[src/hw/rtl/tmop_pkg.sv]
// ---------------------------------------------------------------------------
// TCP MSS option parser package
// Shared constants and types for the option byte walker and its stages.
// ---------------------------------------------------------------------------
package tmop_pkg;

   // Reset value of the local MSS register.
   localparam logic [15:0] MSS_RESET = 16'd1460;

   // Option kinds that the walker treats specially.
   localparam logic [7:0] KIND_END = 8'd0;
   localparam logic [7:0] KIND_NOP = 8'd1;
   localparam logic [7:0] KIND_MSS = 8'd2;

   // Option lengths: the only valid MSS length and the smallest legal length.
   localparam logic [7:0] MSS_OPT_LEN = 8'd4;
   localparam logic [7:0] MIN_OPT_LEN = 8'd2;

   // Parse phase codes: which kind of byte the walker is waiting for.
   localparam logic [2:0] PH_KIND   = 3'd0;
   localparam logic [2:0] PH_LEN    = 3'd1;
   localparam logic [2:0] PH_MSS_HI = 3'd2;
   localparam logic [2:0] PH_MSS_LO = 3'd3;
   localparam logic [2:0] PH_SKIP   = 3'd4;
   localparam logic [2:0] PH_DONE   = 3'd5;

   // One option byte as it travels from the input register to the parser.
   typedef struct packed {
      logic [7:0] opt_byte;
      logic       last;
   } opt_item_type;

   // One result item for a finished segment.
   typedef struct packed {
      logic [15:0] mss_limit;
      logic        mss_found;
      logic        malformed;
   } mss_result_type;

endpackage

[src/hw/rtl/tmop_in_reg.sv]
// ---------------------------------------------------------------------------
// TCP MSS option parser input register
// Holds one accepted option byte until the parser can move it onward.
// ---------------------------------------------------------------------------
module tmop_in_reg (
   input  logic                  clock,
   input  logic                  reset,
   input  logic                  req_valid,
   output logic                  req_ready,
   input  tmop_pkg::opt_item_type req_item,
   input  logic                  advance,
   output logic                  item_valid,
   output tmop_pkg::opt_item_type item
);

   logic                   valid_ff;
   logic                   valid_in;
   tmop_pkg::opt_item_type item_ff;
   logic                   accept;

   // The register takes a new item when it is empty or is emptied this cycle.
   assign req_ready = !valid_ff || advance;
   assign accept    = req_valid && req_ready;

   always_comb begin
      valid_in = valid_ff;
      if (accept) begin
         valid_in = 1'b1;
      end else if (advance) begin
         valid_in = 1'b0;
      end
   end

   always_ff @(posedge clock) begin
      if (reset) begin
         valid_ff <= 1'b0;
      end else begin
         valid_ff <= valid_in;
      end
   end

   // The payload needs no reset; it is qualified by the valid bit.
   always_ff @(posedge clock) begin
      if (accept) begin
         item_ff <= req_item;
      end
   end

   assign item_valid = valid_ff;
   assign item       = item_ff;

endmodule

[src/hw/rtl/tmop_parser.sv]
// ---------------------------------------------------------------------------
// TCP MSS option parser core
// Walks kind and length fields one byte per take cycle; keeps the MSS limit.
// ---------------------------------------------------------------------------
module tmop_parser (
   input  logic                    clock,
   input  logic                    reset,
   input  logic                    csr_write_enable,
   input  logic [15:0]             csr_write_data,
   input  logic                    take,
   input  tmop_pkg::opt_item_type  item,
   output logic                    result_valid,
   output tmop_pkg::mss_result_type result
);

   logic [2:0]  phase_ff, phase_in;
   logic        is_mss_ff, is_mss_in;
   logic [7:0]  skip_ff, skip_in;
   logic [7:0]  high_ff, high_in;
   logic [15:0] limit_ff, limit_in;
   logic [15:0] local_mss_ff, local_mss_in;
   logic        saw_ff, saw_in;
   logic        bad_ff, bad_in;
   logic [15:0] mss_value;
   logic        cut_off;

   assign mss_value = {high_ff, item.opt_byte};

   // Next state for one option byte.
   always_comb begin
      phase_in     = phase_ff;
      is_mss_in    = is_mss_ff;
      skip_in      = skip_ff;
      high_in      = high_ff;
      limit_in     = limit_ff;
      saw_in       = saw_ff;
      bad_in       = bad_ff;
      local_mss_in = local_mss_ff;
      if (take) begin
         case (phase_ff)
            tmop_pkg::PH_KIND: begin
               if (item.opt_byte == tmop_pkg::KIND_END) begin
                  phase_in = tmop_pkg::PH_DONE;
               end else if (item.opt_byte != tmop_pkg::KIND_NOP) begin
                  is_mss_in = (item.opt_byte == tmop_pkg::KIND_MSS);
                  phase_in  = tmop_pkg::PH_LEN;
               end
            end
            tmop_pkg::PH_LEN: begin
               if (item.opt_byte < tmop_pkg::MIN_OPT_LEN) begin
                  bad_in   = 1'b1;
                  phase_in = tmop_pkg::PH_DONE;
               end else if (is_mss_ff && item.opt_byte == tmop_pkg::MSS_OPT_LEN) begin
                  phase_in = tmop_pkg::PH_MSS_HI;
               end else if (item.opt_byte == tmop_pkg::MIN_OPT_LEN) begin
                  phase_in = tmop_pkg::PH_KIND;
               end else begin
                  skip_in  = item.opt_byte - tmop_pkg::MIN_OPT_LEN;
                  phase_in = tmop_pkg::PH_SKIP;
               end
            end
            tmop_pkg::PH_MSS_HI: begin
               high_in  = item.opt_byte;
               phase_in = tmop_pkg::PH_MSS_LO;
            end
            tmop_pkg::PH_MSS_LO: begin
               if (mss_value < limit_ff) begin
                  limit_in = mss_value;
               end
               saw_in   = 1'b1;
               phase_in = tmop_pkg::PH_KIND;
            end
            tmop_pkg::PH_SKIP: begin
               skip_in = skip_ff - 8'd1;
               if (skip_ff == 8'd1) begin
                  phase_in = tmop_pkg::PH_KIND;
               end
            end
            default: begin
               phase_in = tmop_pkg::PH_DONE;
            end
         endcase
      end

      // An option still owing bytes at the end of the area is malformed.
      cut_off = phase_in inside {tmop_pkg::PH_LEN, tmop_pkg::PH_MSS_HI,
                                 tmop_pkg::PH_MSS_LO, tmop_pkg::PH_SKIP};
      result.mss_limit = limit_in;
      result.mss_found = saw_in;
      result.malformed = bad_in || cut_off;
      result_valid     = take && item.last;

      // The last byte closes the segment and the walker starts over.
      if (take && item.last) begin
         phase_in  = tmop_pkg::PH_KIND;
         is_mss_in = 1'b0;
         skip_in   = 8'd0;
         high_in   = 8'd0;
         limit_in  = local_mss_ff;
         saw_in    = 1'b0;
         bad_in    = 1'b0;
      end

      // A register write also restarts the running limit.
      if (csr_write_enable) begin
         local_mss_in = csr_write_data;
         limit_in     = csr_write_data;
      end
   end

   always_ff @(posedge clock) begin
      if (reset) begin
         phase_ff     <= tmop_pkg::PH_KIND;
         is_mss_ff    <= 1'b0;
         skip_ff      <= 8'd0;
         high_ff      <= 8'd0;
         limit_ff     <= tmop_pkg::MSS_RESET;
         local_mss_ff <= tmop_pkg::MSS_RESET;
         saw_ff       <= 1'b0;
         bad_ff       <= 1'b0;
      end else begin
         phase_ff     <= phase_in;
         is_mss_ff    <= is_mss_in;
         skip_ff      <= skip_in;
         high_ff      <= high_in;
         limit_ff     <= limit_in;
         local_mss_ff <= local_mss_in;
         saw_ff       <= saw_in;
         bad_ff       <= bad_in;
      end
   end

   // The running limit never rises above the configured local MSS.
   a_limit_bound: assert property (@(posedge clock) disable iff (reset)
      limit_ff <= local_mss_ff)
      else $error("running MSS limit exceeds local MSS");

   // The last byte leaves the walker at the start of a fresh segment.
   a_segment_restart: assert property (@(posedge clock) disable iff (reset)
      take && item.last |=> phase_ff == tmop_pkg::PH_KIND && !saw_ff && !bad_ff)
      else $error("segment state not restarted after last byte");

   // A short length byte in the middle of the area flags the segment.
   a_short_length: assert property (@(posedge clock) disable iff (reset)
      take && !item.last && phase_ff == tmop_pkg::PH_LEN
      && item.opt_byte < tmop_pkg::MIN_OPT_LEN
      |=> bad_ff && phase_ff == tmop_pkg::PH_DONE)
      else $error("short option length not flagged");

endmodule

[src/hw/rtl/tmop_out_reg.sv]
// ---------------------------------------------------------------------------
// TCP MSS option parser result register
// Holds one result item until the receiver takes it.
// ---------------------------------------------------------------------------
module tmop_out_reg (
   input  logic                     clock,
   input  logic                     reset,
   input  logic                     load,
   input  tmop_pkg::mss_result_type result,
   output logic                     can_load,
   output logic                     rsp_valid,
   input  logic                     rsp_ready,
   output tmop_pkg::mss_result_type rsp_result
);

   logic                     valid_ff;
   logic                     valid_in;
   tmop_pkg::mss_result_type result_ff;

   // A new result may enter when the register is empty or drains this cycle.
   assign can_load = !valid_ff || rsp_ready;

   always_comb begin
      valid_in = valid_ff;
      if (load) begin
         valid_in = 1'b1;
      end else if (rsp_ready) begin
         valid_in = 1'b0;
      end
   end

   always_ff @(posedge clock) begin
      if (reset) begin
         valid_ff <= 1'b0;
      end else begin
         valid_ff <= valid_in;
      end
   end

   always_ff @(posedge clock) begin
      if (load) begin
         result_ff <= result;
      end
   end

   assign rsp_valid  = valid_ff;
   assign rsp_result = result_ff;

endmodule

[src/hw/rtl/tcp_mss_option_parser_top.sv]
// ---------------------------------------------------------------------------
// TCP MSS option parser
// Reduces the TCP option bytes of one segment to an MSS limit.
// ---------------------------------------------------------------------------
// Usage:
//   The request channel carries one option byte per item, with req_last high
//   on the final byte of a segment. Only the last byte produces a response
//   item: the MSS limit, whether a length-4 MSS option was seen, and whether
//   an option was malformed (length under two or cut off by the end).
//   The last byte waits in the input register and is decoded into the result
//   register, which drives rsp_valid. Throughput is one byte per cycle while
//   the result register has room; the decode between those two registers is
//   combinational.
//   csr_write_enable loads local_mss, which is the starting limit of every
//   segment; write it only while no segment is in progress.
//   Reset empties both registers, returns the walker to the start of a
//   segment and sets local_mss to 1460.
//   When the receiver stalls, the waiting result holds and one more byte can
//   sit in the input register; req_ready then drops until rsp_ready rises.
// ---------------------------------------------------------------------------
module tcp_mss_option_parser_top (
   input  logic        clock,
   input  logic        reset,
   input  logic        req_valid,
   output logic        req_ready,
   input  logic [7:0]  req_opt_byte,
   input  logic        req_last,
   output logic        rsp_valid,
   input  logic        rsp_ready,
   output logic [15:0] rsp_mss_limit,
   output logic        rsp_mss_found,
   output logic        rsp_malformed,
   input  logic        csr_write_enable,
   input  logic [15:0] csr_write_data
);

   tmop_pkg::opt_item_type   req_item;
   tmop_pkg::opt_item_type   item;
   tmop_pkg::mss_result_type result;
   tmop_pkg::mss_result_type rsp_result;
   logic                     item_valid;
   logic                     advance;
   logic                     can_load;
   logic                     result_valid;

   assign req_item.opt_byte = req_opt_byte;
   assign req_item.last     = req_last;

   // A byte moves through the decoder when the result register has room.
   assign advance = item_valid && can_load;

   tmop_in_reg u_in_reg (
      .clock      (clock),
      .reset      (reset),
      .req_valid  (req_valid),
      .req_ready  (req_ready),
      .req_item   (req_item),
      .advance    (advance),
      .item_valid (item_valid),
      .item       (item)
   );

   tmop_parser u_parser (
      .clock            (clock),
      .reset            (reset),
      .csr_write_enable (csr_write_enable),
      .csr_write_data   (csr_write_data),
      .take             (advance),
      .item             (item),
      .result_valid     (result_valid),
      .result           (result)
   );

   tmop_out_reg u_out_reg (
      .clock      (clock),
      .reset      (reset),
      .load       (result_valid),
      .result     (result),
      .can_load   (can_load),
      .rsp_valid  (rsp_valid),
      .rsp_ready  (rsp_ready),
      .rsp_result (rsp_result)
   );

   assign rsp_mss_limit = rsp_result.mss_limit;
   assign rsp_mss_found = rsp_result.mss_found;
   assign rsp_malformed = rsp_result.malformed;

endmodule

[config.mk]
export PLATFORM = sky130hd
export DESIGN_NAME = tcp_mss_option_parser_top
export DESIGN_NICKNAME = d
export VERILOG_FILES = /design/src/hw/rtl/tmop_pkg.sv /design/src/hw/rtl/tmop_in_reg.sv /design/src/hw/rtl/tmop_parser.sv /design/src/hw/rtl/tmop_out_reg.sv /design/src/hw/rtl/tcp_mss_option_parser_top.sv
export SDC_FILE = /design/constraint.sdc
export NUM_CORES = 1
export LEC_CHECK = 0
export ABC_CLOCK_PERIOD_IN_PS = 2320
export BUFFER_PORTS_ARGS = -buffer_cell sky130_fd_sc_hd__buf_2
export CAP_MARGIN = 20
export CORE_MARGIN = 3
export CORE_UTILIZATION = 45
export DETAILED_ROUTE_END_ITERATION = 8
export PLACE_DENSITY = 0.67
export SYNTH_ARGS = -nofsm -noshare
export SYNTH_HDL_FRONTEND = slang
export SYNTH_SLANG_ARGS = --single-unit
[constraint.sdc]
create_clock -name clock -period 2.32 [get_ports clock]
set_clock_uncertainty 0.2 [all_clocks]
set_input_delay 0.116 -clock clock [delete_from_list [all_inputs] [get_ports clock]]
set_output_delay 0.116 -clock clock [all_outputs]
set_load 0.005 [all_outputs]
=== Yosys cells after proc, flatten, opt, wreduce, memory -nomap -nowiden ===
Cells that the tools add are included.
Widths: inputs -> output; s select.

* Register bits: 83
* Input bits: 30
* Output and inout port bits: 20
* Logic and storage cells: 80

* Add/subtract/negate cells: 2
* Order comparisons: 2
* Equal/unequal tests: 15
* Mux-type cells: 26
* Bitwise gates (word level): 1
* Reductions and logical operators: 19

{| class="wikitable"
|+ Operator list
! operator !! count
|-
| $mux 16 || 5
|-
| $mux 8 || 3
|-
| $mux 3 || 7
|-
| $lt 16x16->1 || 1
|-
| $pmux 8 s2 || 1
|-
| $pmux 3 s5 || 1
|-
| $eq 3x2->1 const B || 4
|-
| $mux 1 || 9
|-
| $eq 8x1->1 const B || 1
|-
| $eq 8x2->1 const B || 1
|-
| $eq 8x3->1 const B || 1
|-
| $logic_not 8->1 || 1
|-
| $lt 8x2->1 const B || 1
|-
| $ne 8x1->1 const B || 1
|-
| $sub 8x1->8 const B || 1
|-
| $sub 8x2->8 const B || 1
|-
| $eq 3x1->1 const B || 2
|-
| $eq 3x3->1 const B || 2
|-
| $ne 2x2->1 const B || 3
|-
| $reduce_bool 2->1 || 3
|-
| $reduce_and 5->1 || 1
|-
| $logic_and 1x1->1 || 4
|-
| $reduce_and 4->1 || 1
|-
| $reduce_bool 4->1 || 1
|-
| 6 further kinds || 9
|}

=== Logic depth before layout (Yosys ltp) ===
Gate-level depths: netlist of the first run.

* Depth after elaboration: 9
* Gate-level depth with buffers: 10

=== Cells and area by module ===
Synthesis of the first run repeated with hierarchy kept, for this count alone.

* Cell total of the unflattened synthesis: 501
* Area total of the unflattened synthesis: 4541.9 um^2

{| class="wikitable"
|+ Modules (own cells, without submodules)
! module !! instances !! cells each !! area each (um^2) !! seq. area each (um^2)
|-
| tmop_parser || 1 || 464 || 3623.5 || 1081.0
|-
| tmop_out_reg || 1 || 22 || 586.8 || 560.5
|-
| tmop_in_reg || 1 || 14 || 325.3 || 290.3
|-
| tcp_mss_option_parser_top || 1 || 1 || 6.3 || 0.0
|}

=== Least setup slack after synthesis of the first run ===
No wires, ideal clock.

* Path kind: flip-flop to flip-flop
* Start: register u_in_reg.item_ff (netlist bit u_in_reg.item[6])
* End: register u_out_reg.result_ff (netlist bit u_out_reg.rsp_result[2]) (data pin)
* Setup time: 257 ps
* Arrival: 2099 ps
* Slack: -235 ps
* Stages on the path, launching flop included: 10
* Period minus slack after synthesis: 2555 ps
* Cells stage by stage: edfxtp_1 -> ha_1 -> a21o_1 -> nand3_1 -> a211oi_1 -> or4_1 -> buf_6 -> buf_6 -> mux2i_1 -> inv_1

{| class="wikitable"
|+ RTL lines
! what !! RTL line !! RTL
|-
| from (decl) || tmop_in_reg.sv:18 || <nowiki>tmop_pkg::opt_item_type item_ff;</nowiki>
|-
| from (signal assigned) || tmop_in_reg.sv:45 || <nowiki>item_ff <= req_item;</nowiki>
|-
| to (signal assigned) || tmop_out_reg.sv:42 || <nowiki>result_ff <= result;</nowiki>
|-
| to (decl) || tmop_out_reg.sv:18 || <nowiki>tmop_pkg::mss_result_type result_ff;</nowiki>
|}

==> flow_summary_export.csv, run 1 <==
group,metric,value,unit
status,outcome,"finished, violations left",
status,violations,"negative setup slack",
global_route,grt_max_degree,19,
global_route,grt_pass1_wl,16800,um
power,power,3.18,mW
synth,ys.warnings.count,0,
synth,synth-async-reset-ratio,0,%
synth,synth_largest_area_cell,"dfxtp_1",
synth,syn_avg_cell_area,9.79,sq um
cells_and_area,antenna_cells,0,
setup_path,crit_family,"compound AO/OA/AOI/OAI gates",
route,drt-total-wl,10600,um
sta,finalSetupTns,-7.25,ns
sta,max-slew-margin-rel,64.4,%
cts,clk_latency,0.37,ns
sta,finalWorstSetupSlack,-0.297,ns
floorplanning,core,8420,sq um
power,p_comb_share,14.8,%
sta,setup_viol,32,
worst_hold_path,hold_class,"in -> reg",
place,gp_congestion,0.837,
sta,final_hold_viol_count,0,
setup_path,crit_slowest_cell,"or4_4",
global_route,globalRouteTotalUtil,21.3,%
sta,slew_viol_final,0,
global_route,grt_pass1_vias,3497,
sta,hold-worst-slack,0.0163,ns
cells_and_area,drive_gt1_share,29.3,%
route,drc,0,
synth,yosysTopAreaCellShare,28.1,%
sta,max_freq,382,MHz
route,firstDrtPassIters,7,
cts,clock-root-buffer,"clkbuf_8",
synth,synth_edf_count,27,
power,p_int,2.36,mW
floorplanning,die_h,100,um
cells_and_area,final_area,5540,sq um
cells_and_area,nNetsFinal,592,
power,p_sw,821,uW
floorplanning,dieArea,10000,sq um
setup_path,crit_path_start_kind,"register",
setup_path,cp_max_fo,7,
place,dp.final_hpwl,7150,um
place,place_ws,-0.296,ns
place,port_buffers,49,
synth,ys_ff_latch,83,
cts,clk_pin_slew_worst_paths,0.09,ns
floorplanning,die_w,100,um
setup_path,critical_path_arrival,2.67,ns
route,avgViaCountPerCell,5.45,
route,ant_nets,0,
setup_path,worst_setup_path_end_kind,"register",
power,p_leak,2.43,nW
cts,cts.sink_count,83,
cts,cts.path.max_buffers,2,
route,drtIter0Drc,190,
cts,cts_buffers,9,
setup_path,r2r_slack,-0.30,ns
synth,synthCells,408,
place,dpl_cell_area,4590,sq um
sta,period_share,113,%
synth,synthTopCellsByArea,"dfxtp_1 28%, edfxtp_1 20%, mux2i_1 7.8%",
synth,synth_ff_type,"dfxtp_1",
cts,cts_tree,"done",
power,power_density,575,nW/um^2
global_route,grt_overflow,0,
global_route,antenna_found_initial,0,
synth,ys_seq_area_share,48.4,%
route,wl_per_cell,16.2,um
cts,htreeDepth,3,
floorplanning,initial_utilization,47.4,%
setup_path,max_stage_delay,0.52,ns
setup_path,crit_type,"reg -> reg",
cells_and_area,syn_to_final_growth,38.6,%
power,vdd_drop_max,0.000388,V
synth,syn_area,3990,sq um
setup_path,cp_cell_sequence,"inv_1 > ha_4 > a21oi_2 > o21a_1 > o32ai_2 > or4_4 > buf_8 > mux2_4 > a31o_1",
floorplanning,num_io_pins,50,
synth,yosysUniqueCellTypes,46,
run,maxCapViolations,0,
setup_path,critical_path_required,2.37,ns
synth,syn_nets,456,
route,vias,3567,
power,p_seq_share,50.4,%
floorplanning,rows,33,
power,p_sw_share,25.8,%
sta,grt_setup_unrepaired,"true",
setup_path,critical_path_buf_inv_count,2,
sta,fin_crit,2.62,ns
power,clkPwrFrac,34.8,%
sta,worst_pin_slew,0.532,ns
==> cell families after synthesis <==
family          Yosys count  synth area share, %
xor+xnor                  5                 1.10
flops                    83                 48.4
fa+ha+maj                18                 5.64
simple gates            115                 13.7
compound gates           90                 15.4
buf+inv                  61                 6.17
mux                      36                 9.65
==> timing repair <==
| item | 4_1_cts | 5_1_grt |
|---|---|---|
| pin swaps | 10 | 9 |
| buffers inserted | 8 | 5 |
| hold buffers | 42 | 0 |
| hold endpoints to repair | 43 | 0 |
| gates resized for setup | 19 | 30 |
| endpoints found under the setup margin | 39 | 40 |
==> metrics by stage <==
| step | instances | utilization (%) |
|---|---|---|
| 5_1_grt | 654 | 65.7 |
| 4_1_cts | 649 | 63.4 |
| 2_1_floorplan | 408 | - |
| 3_5_place_dp | 584 | 54.5 |
| 6_report | 654 | 65.7 |
| 3_3_place_gp | 584 | 54.5 |
==> area by class of cell <==
| class | instances | area (sq um) |
|---|---|---|
| Inverter | 41 | 158 |
| Multi-Input combinational cell | 264 | 2010 |
| Timing Repair Buffer | 145 | 1090 |
| Tap cell | 105 | 131 |
| Clock inverter | 5 | 58.8 |
| Fill cell | 668 | 2890 |
| Clock buffer | 11 | 151 |
| Sequential cell | 83 | 1940 |
==> metal layers <==
layer  GRT usage, %  vias to the layer above  share of wire [%]
met4           6.53                        0                1.9
li1               -                     1730                  -
met2           35.8                      114                 49
met3           4.66                       18                4.5
met1           27.5                     1705                 45
met5              0                        -                  0
==> cell usage in the layout, fill, tap and decap left out, types with 3 or more instances in the layout <==
cell type      netlist  layout
dfxtp_1             56      51
and2_1               4       4
mux2i_4              0       5
nand2b_1             3       3
mux2_4               5       5
a21oi_1             24      23
o22ai_1             11      11
nor3_4               0       3
nor3_1               9       6
nor2_1              42      39
mux2i_1             31      24
nand4_1              4       4
a31o_1               5       5
dlygate4sd3_1        0      42
clkbuf_8             0      11
ha_1                18      16
nand3_1              8       8
a22oi_1             12      12
a31o_2               3       3
edfxtp_1            27      27
buf_2                2      49
and3_1               3       3
inv_1               41      40
o21ai_2              0       3
nand3b_1             3       3
nand2_1             28      28
a32o_1               4       4
buf_4                0      51
xor2_1               4       4
dfxtp_2              0       5
o21ai_0             15      11
==> power groups by stage <==
stage | clock (mW) | combinational [mW] | sequential [mW]
2_1_floorplan | 0 | 0.217 | 1.63
3_3_place_gp | 0 | 0.352 | 1.63
3_5_place_dp | 0 | 0.362 | 1.63
4_1_cts | 1.12 | 0.439 | 1.60
5_1_grt | 1.18 | 0.517 | 1.61
6_report | 1.11 | 0.472 | 1.60
==> cell usage after synthesis, types with 2 or more instances <==
master / n
a31o_2: 3
a41oi_1: 2
nor3_1: 9
a21oi_1: 24
dfxtp_1: 56
o211ai_1: 2
o21ai_0: 15
nand2_1: 28
buf_1: 3
nand2b_1: 3
nor2b_1: 2
clkbuf_1: 13
xor2_1: 4
nor3b_1: 3
nand3_1: 8
and2_1: 4
ha_1: 18
o21a_1: 2
or3_1: 2
mux2i_1: 31
nor2_1: 42
buf_6: 2
a32o_1: 4
mux2_4: 5
inv_1: 41
edfxtp_1: 27
and3_1: 3
nand4_1: 4
o22ai_1: 11
buf_2: 2
a21o_1: 2
a22oi_1: 12
o32ai_1: 2
a31o_1: 5
nand3b_1: 3
==> registers in the layout, indices dropped and copies added, names as in the netlist, 3 cells and up <==
signal                 flops
u_parser.phase_ff          3
u_parser.local_mss_ff     16
u_in_reg.item              9
u_out_reg.rsp_result      18
u_parser.high_ff           8
u_parser.skip_ff           8
u_parser.limit_ff         16
==> worst min-delay path, delay by kind of cell <==
family | cells | cell delay, ns
AOI/OAI and AO/OA | 2 | 0.19
buffers and inverters | 1 | 0.24
==> path summary, 6_finish.rpt <==
check                         from  cells past startpoint                        to
max          u_parser.limit_ff[11]                      9      u_parser.limit_ff[5]
min               csr_write_enable                      3  u_parser.local_mss_ff[4]
max reg2reg  u_parser.limit_ff[11]                      9      u_parser.limit_ff[5]
min reg2reg    u_parser.skip_ff[6]                      2       u_parser.skip_ff[6]
No activity file was read; power rests on OpenSTA's default activity.
==> run 2: changes to the inputs <==
--- a/config.mk
+++ b/config.mk
@@ -11,6 +11,7 @@
 export CORE_MARGIN = 3
 export CORE_UTILIZATION = 45
 export DETAILED_ROUTE_END_ITERATION = 8
+export HOLD_SLACK_MARGIN = 0.08
 export PLACE_DENSITY = 0.67
 export SYNTH_ARGS = -nofsm -noshare
 export SYNTH_HDL_FRONTEND = slang
==> run 2 against run 1 <==
  * Largest cell class unchanged
  * Clock power barely moved
  * Clock-buffer cell count unchanged
  * Combinational power increased by 1%
  * The run still ends with negative setup slack left
  * Cell count is 0.46% higher
  * Critical path depth did not move
  * Sequential power about the same
  * Design area is 0.54% higher
  * Sequential share of layout area decreased by 0.19 points
  * Register-to-register slack hardly changed
==> flow_summary_export.csv, run 2 (synthesis gave the netlist of run 1 again) <==
group,metric,value,unit
setup_path,cp_max_fo,7,
floorplanning,num_io_pins,50,
setup_path,crit_slowest_cell,"or4_4",
setup_path,cp_cell_sequence,"inv_1 > ha_4 > a21oi_2 > o21a_1 > o32ai_2 > or4_4 > buf_8 > mux2_4 > a31o_1",
place,post-place-cells,584,
worst_hold_path,hold_class,"in -> reg",
cts,cts.sink_count,83,
cells_and_area,drive_gt1_share,29.2,%
cells_and_area,final_area,5570,sq um
status,outcome,"finished, violations left",
power,p_sw_share,25.7,%
global_route,grt_max_degree,19,
cells_and_area,largest_reg_flops,18,
floorplanning,initial_utilization,47.4,%
setup_path,crit_family,"compound AO/OA/AOI/OAI gates",
place,dpl_cell_area,4590,sq um
power,power_density,572,nW/um^2
sta,worst_pin_slew,0.532,ns
place,port_buffers,49,
setup_path,max_stage_delay,0.52,ns
route,drtIter0Drc,190,
route,vias,3580,
power,clkPwrFrac,34.7,%
setup_path,critical_path_required,2.37,ns
cts,htreeDepth,3,
cells_and_area,syn_to_final_growth,39.4,%
cts,clock-root-buffer,"clkbuf_8",
global_route,grt_pass1_vias,3518,
global_route,grt_pass1_wl,16900,um
cells_and_area,final_cells,657,
route,drt-total-wl,10600,um
sta,max-slew-margin-rel,64.4,%
route,ant_nets,0,
cts,clk_pin_slew_worst_paths,0.09,ns
cts,cts_tree,"done",
setup_path,critical_path_buf_inv_count,2,
power,vdd_drop_max,0.000387,V
cells_and_area,final_cell_mix,"51 x buf_4, 51 x dfxtp_1, 49 x buf_2",
setup_path,critical_path_arrival,2.68,ns
cts,cts_buffers,9,
place,gp_congestion,0.837,
place,dp.final_hpwl,7150,um
sta,setup_viol,32,
route,drc,0,
setup_path,worst_setup_path_end_kind,"register",
sta,max_freq,381,MHz
floorplanning,core,8420,sq um
floorplanning,dieArea,10000,sq um
global_route,grt_overflow,0,
route,avgViaCountPerCell,5.45,
sta,fin_crit,2.63,ns
sta,finalWorstSetupSlack,-0.305,ns
power,p_int,2.37,mW
cells_and_area,nNetsFinal,595,
setup_path,crit_type,"reg -> reg",
sta,period_share,113,%
floorplanning,rows,33,
route,wl_per_cell,16.2,um
floorplanning,die_w,100,um
sta,slew_viol_final,0,
status,violations,"negative setup slack",
power,p_leak,2.45,nW
sta,final_hold_viol_count,0,
setup_path,crit_path_start_kind,"register",
route,firstDrtPassIters,4,
cells_and_area,antenna_cells,0,
global_route,globalRouteTotalUtil,21.4,%
cts,cts.path.max_buffers,2,
power,p_sw,818,uW
global_route,antenna_found_initial,0,
run,maxCapViolations,0,
power,p_seq_share,50.3,%
floorplanning,die_h,100,um
power,p_comb_share,15.0,%
cts,clk_latency,0.37,ns
sta,grt_setup_unrepaired,"true",
-- run 2: timing repair --
item                                    CTS  global route
hold endpoints to repair                 43             0
buffers inserted                          8             5
pin swaps                                10             9
hold buffers                             45             0
endpoints found under the setup margin   39            40
gates resized for setup                  19            30
-- run 2: layout make-up --
cell class / count / area [sq um]
fill: 662 / 2860
multi-input combinational: 264 / 2010
sequential: 83 / 1940
timing repair buffer: 148 / 1120
inverter: 41 / 158
clock buffer: 11 / 151
tap: 105 / 131
clock inverter: 5 / 58.8
-- run 2: stage by stage --
step	hold WS (ns)	total power, mW	setup WS, ns	setup TNS (ns)	util (%)
final	0.102	3.19	-0.305	-7.35	66.1
after global routing	0.120	3.32	-0.384	-10.62	66.1
after CTS	0.0828	3.17	-0.264	-6.63	63.8
after detailed placement	0.0941	1.99	-0.296	-7.13	54.5
after global placement	0.0944	1.98	-0.249	-6.21	54.5
after floorplan	0.0149	1.85	-0.197	-4.70	-
-- run 2: worst paths after layout --
kind | start | slack (ns) | cells after the start | endpoint
worst max-delay path | u_parser.limit_ff[11] | -0.31 | 9 | u_parser.limit_ff[5]
worst min-delay path | reset | 0.10 | 3 | u_parser.local_mss_ff[9]
worst max register to register | u_parser.limit_ff[11] | -0.31 | 9 | u_parser.limit_ff[5]
worst min register to register | u_parser.skip_ff[6] | 0.27 | 2 | u_parser.skip_ff[6]
-- run 2: worst min-delay path: stages --
cell and delay, ns:
buf_2 0.18, buf_4 0.23, nor2_1 0.10
-- run 2: power by group through the flow --
stage / combinational [mW] / clock, mW / sequential (mW)
3_5_place_dp: 0.362 / 0 / 1.63
5_1_grt: 0.522 / 1.18 / 1.61
4_1_cts: 0.444 / 1.12 / 1.60
6_report: 0.477 / 1.10 / 1.60
3_3_place_gp: 0.352 / 0 / 1.63
2_1_floorplan: 0.217 / 0 / 1.63
-- run 2: metal layers --
layer / track usage, % / vias to the layer above / wire length [um]
met5: 0 / - / 0
met4: 6.53 / 0 / 208
met3: 4.66 / 15 / 504
met2: 36.3 / 102 / 5240
met1: 27.3 / 1728 / 4690
li1: - / 1735 / -
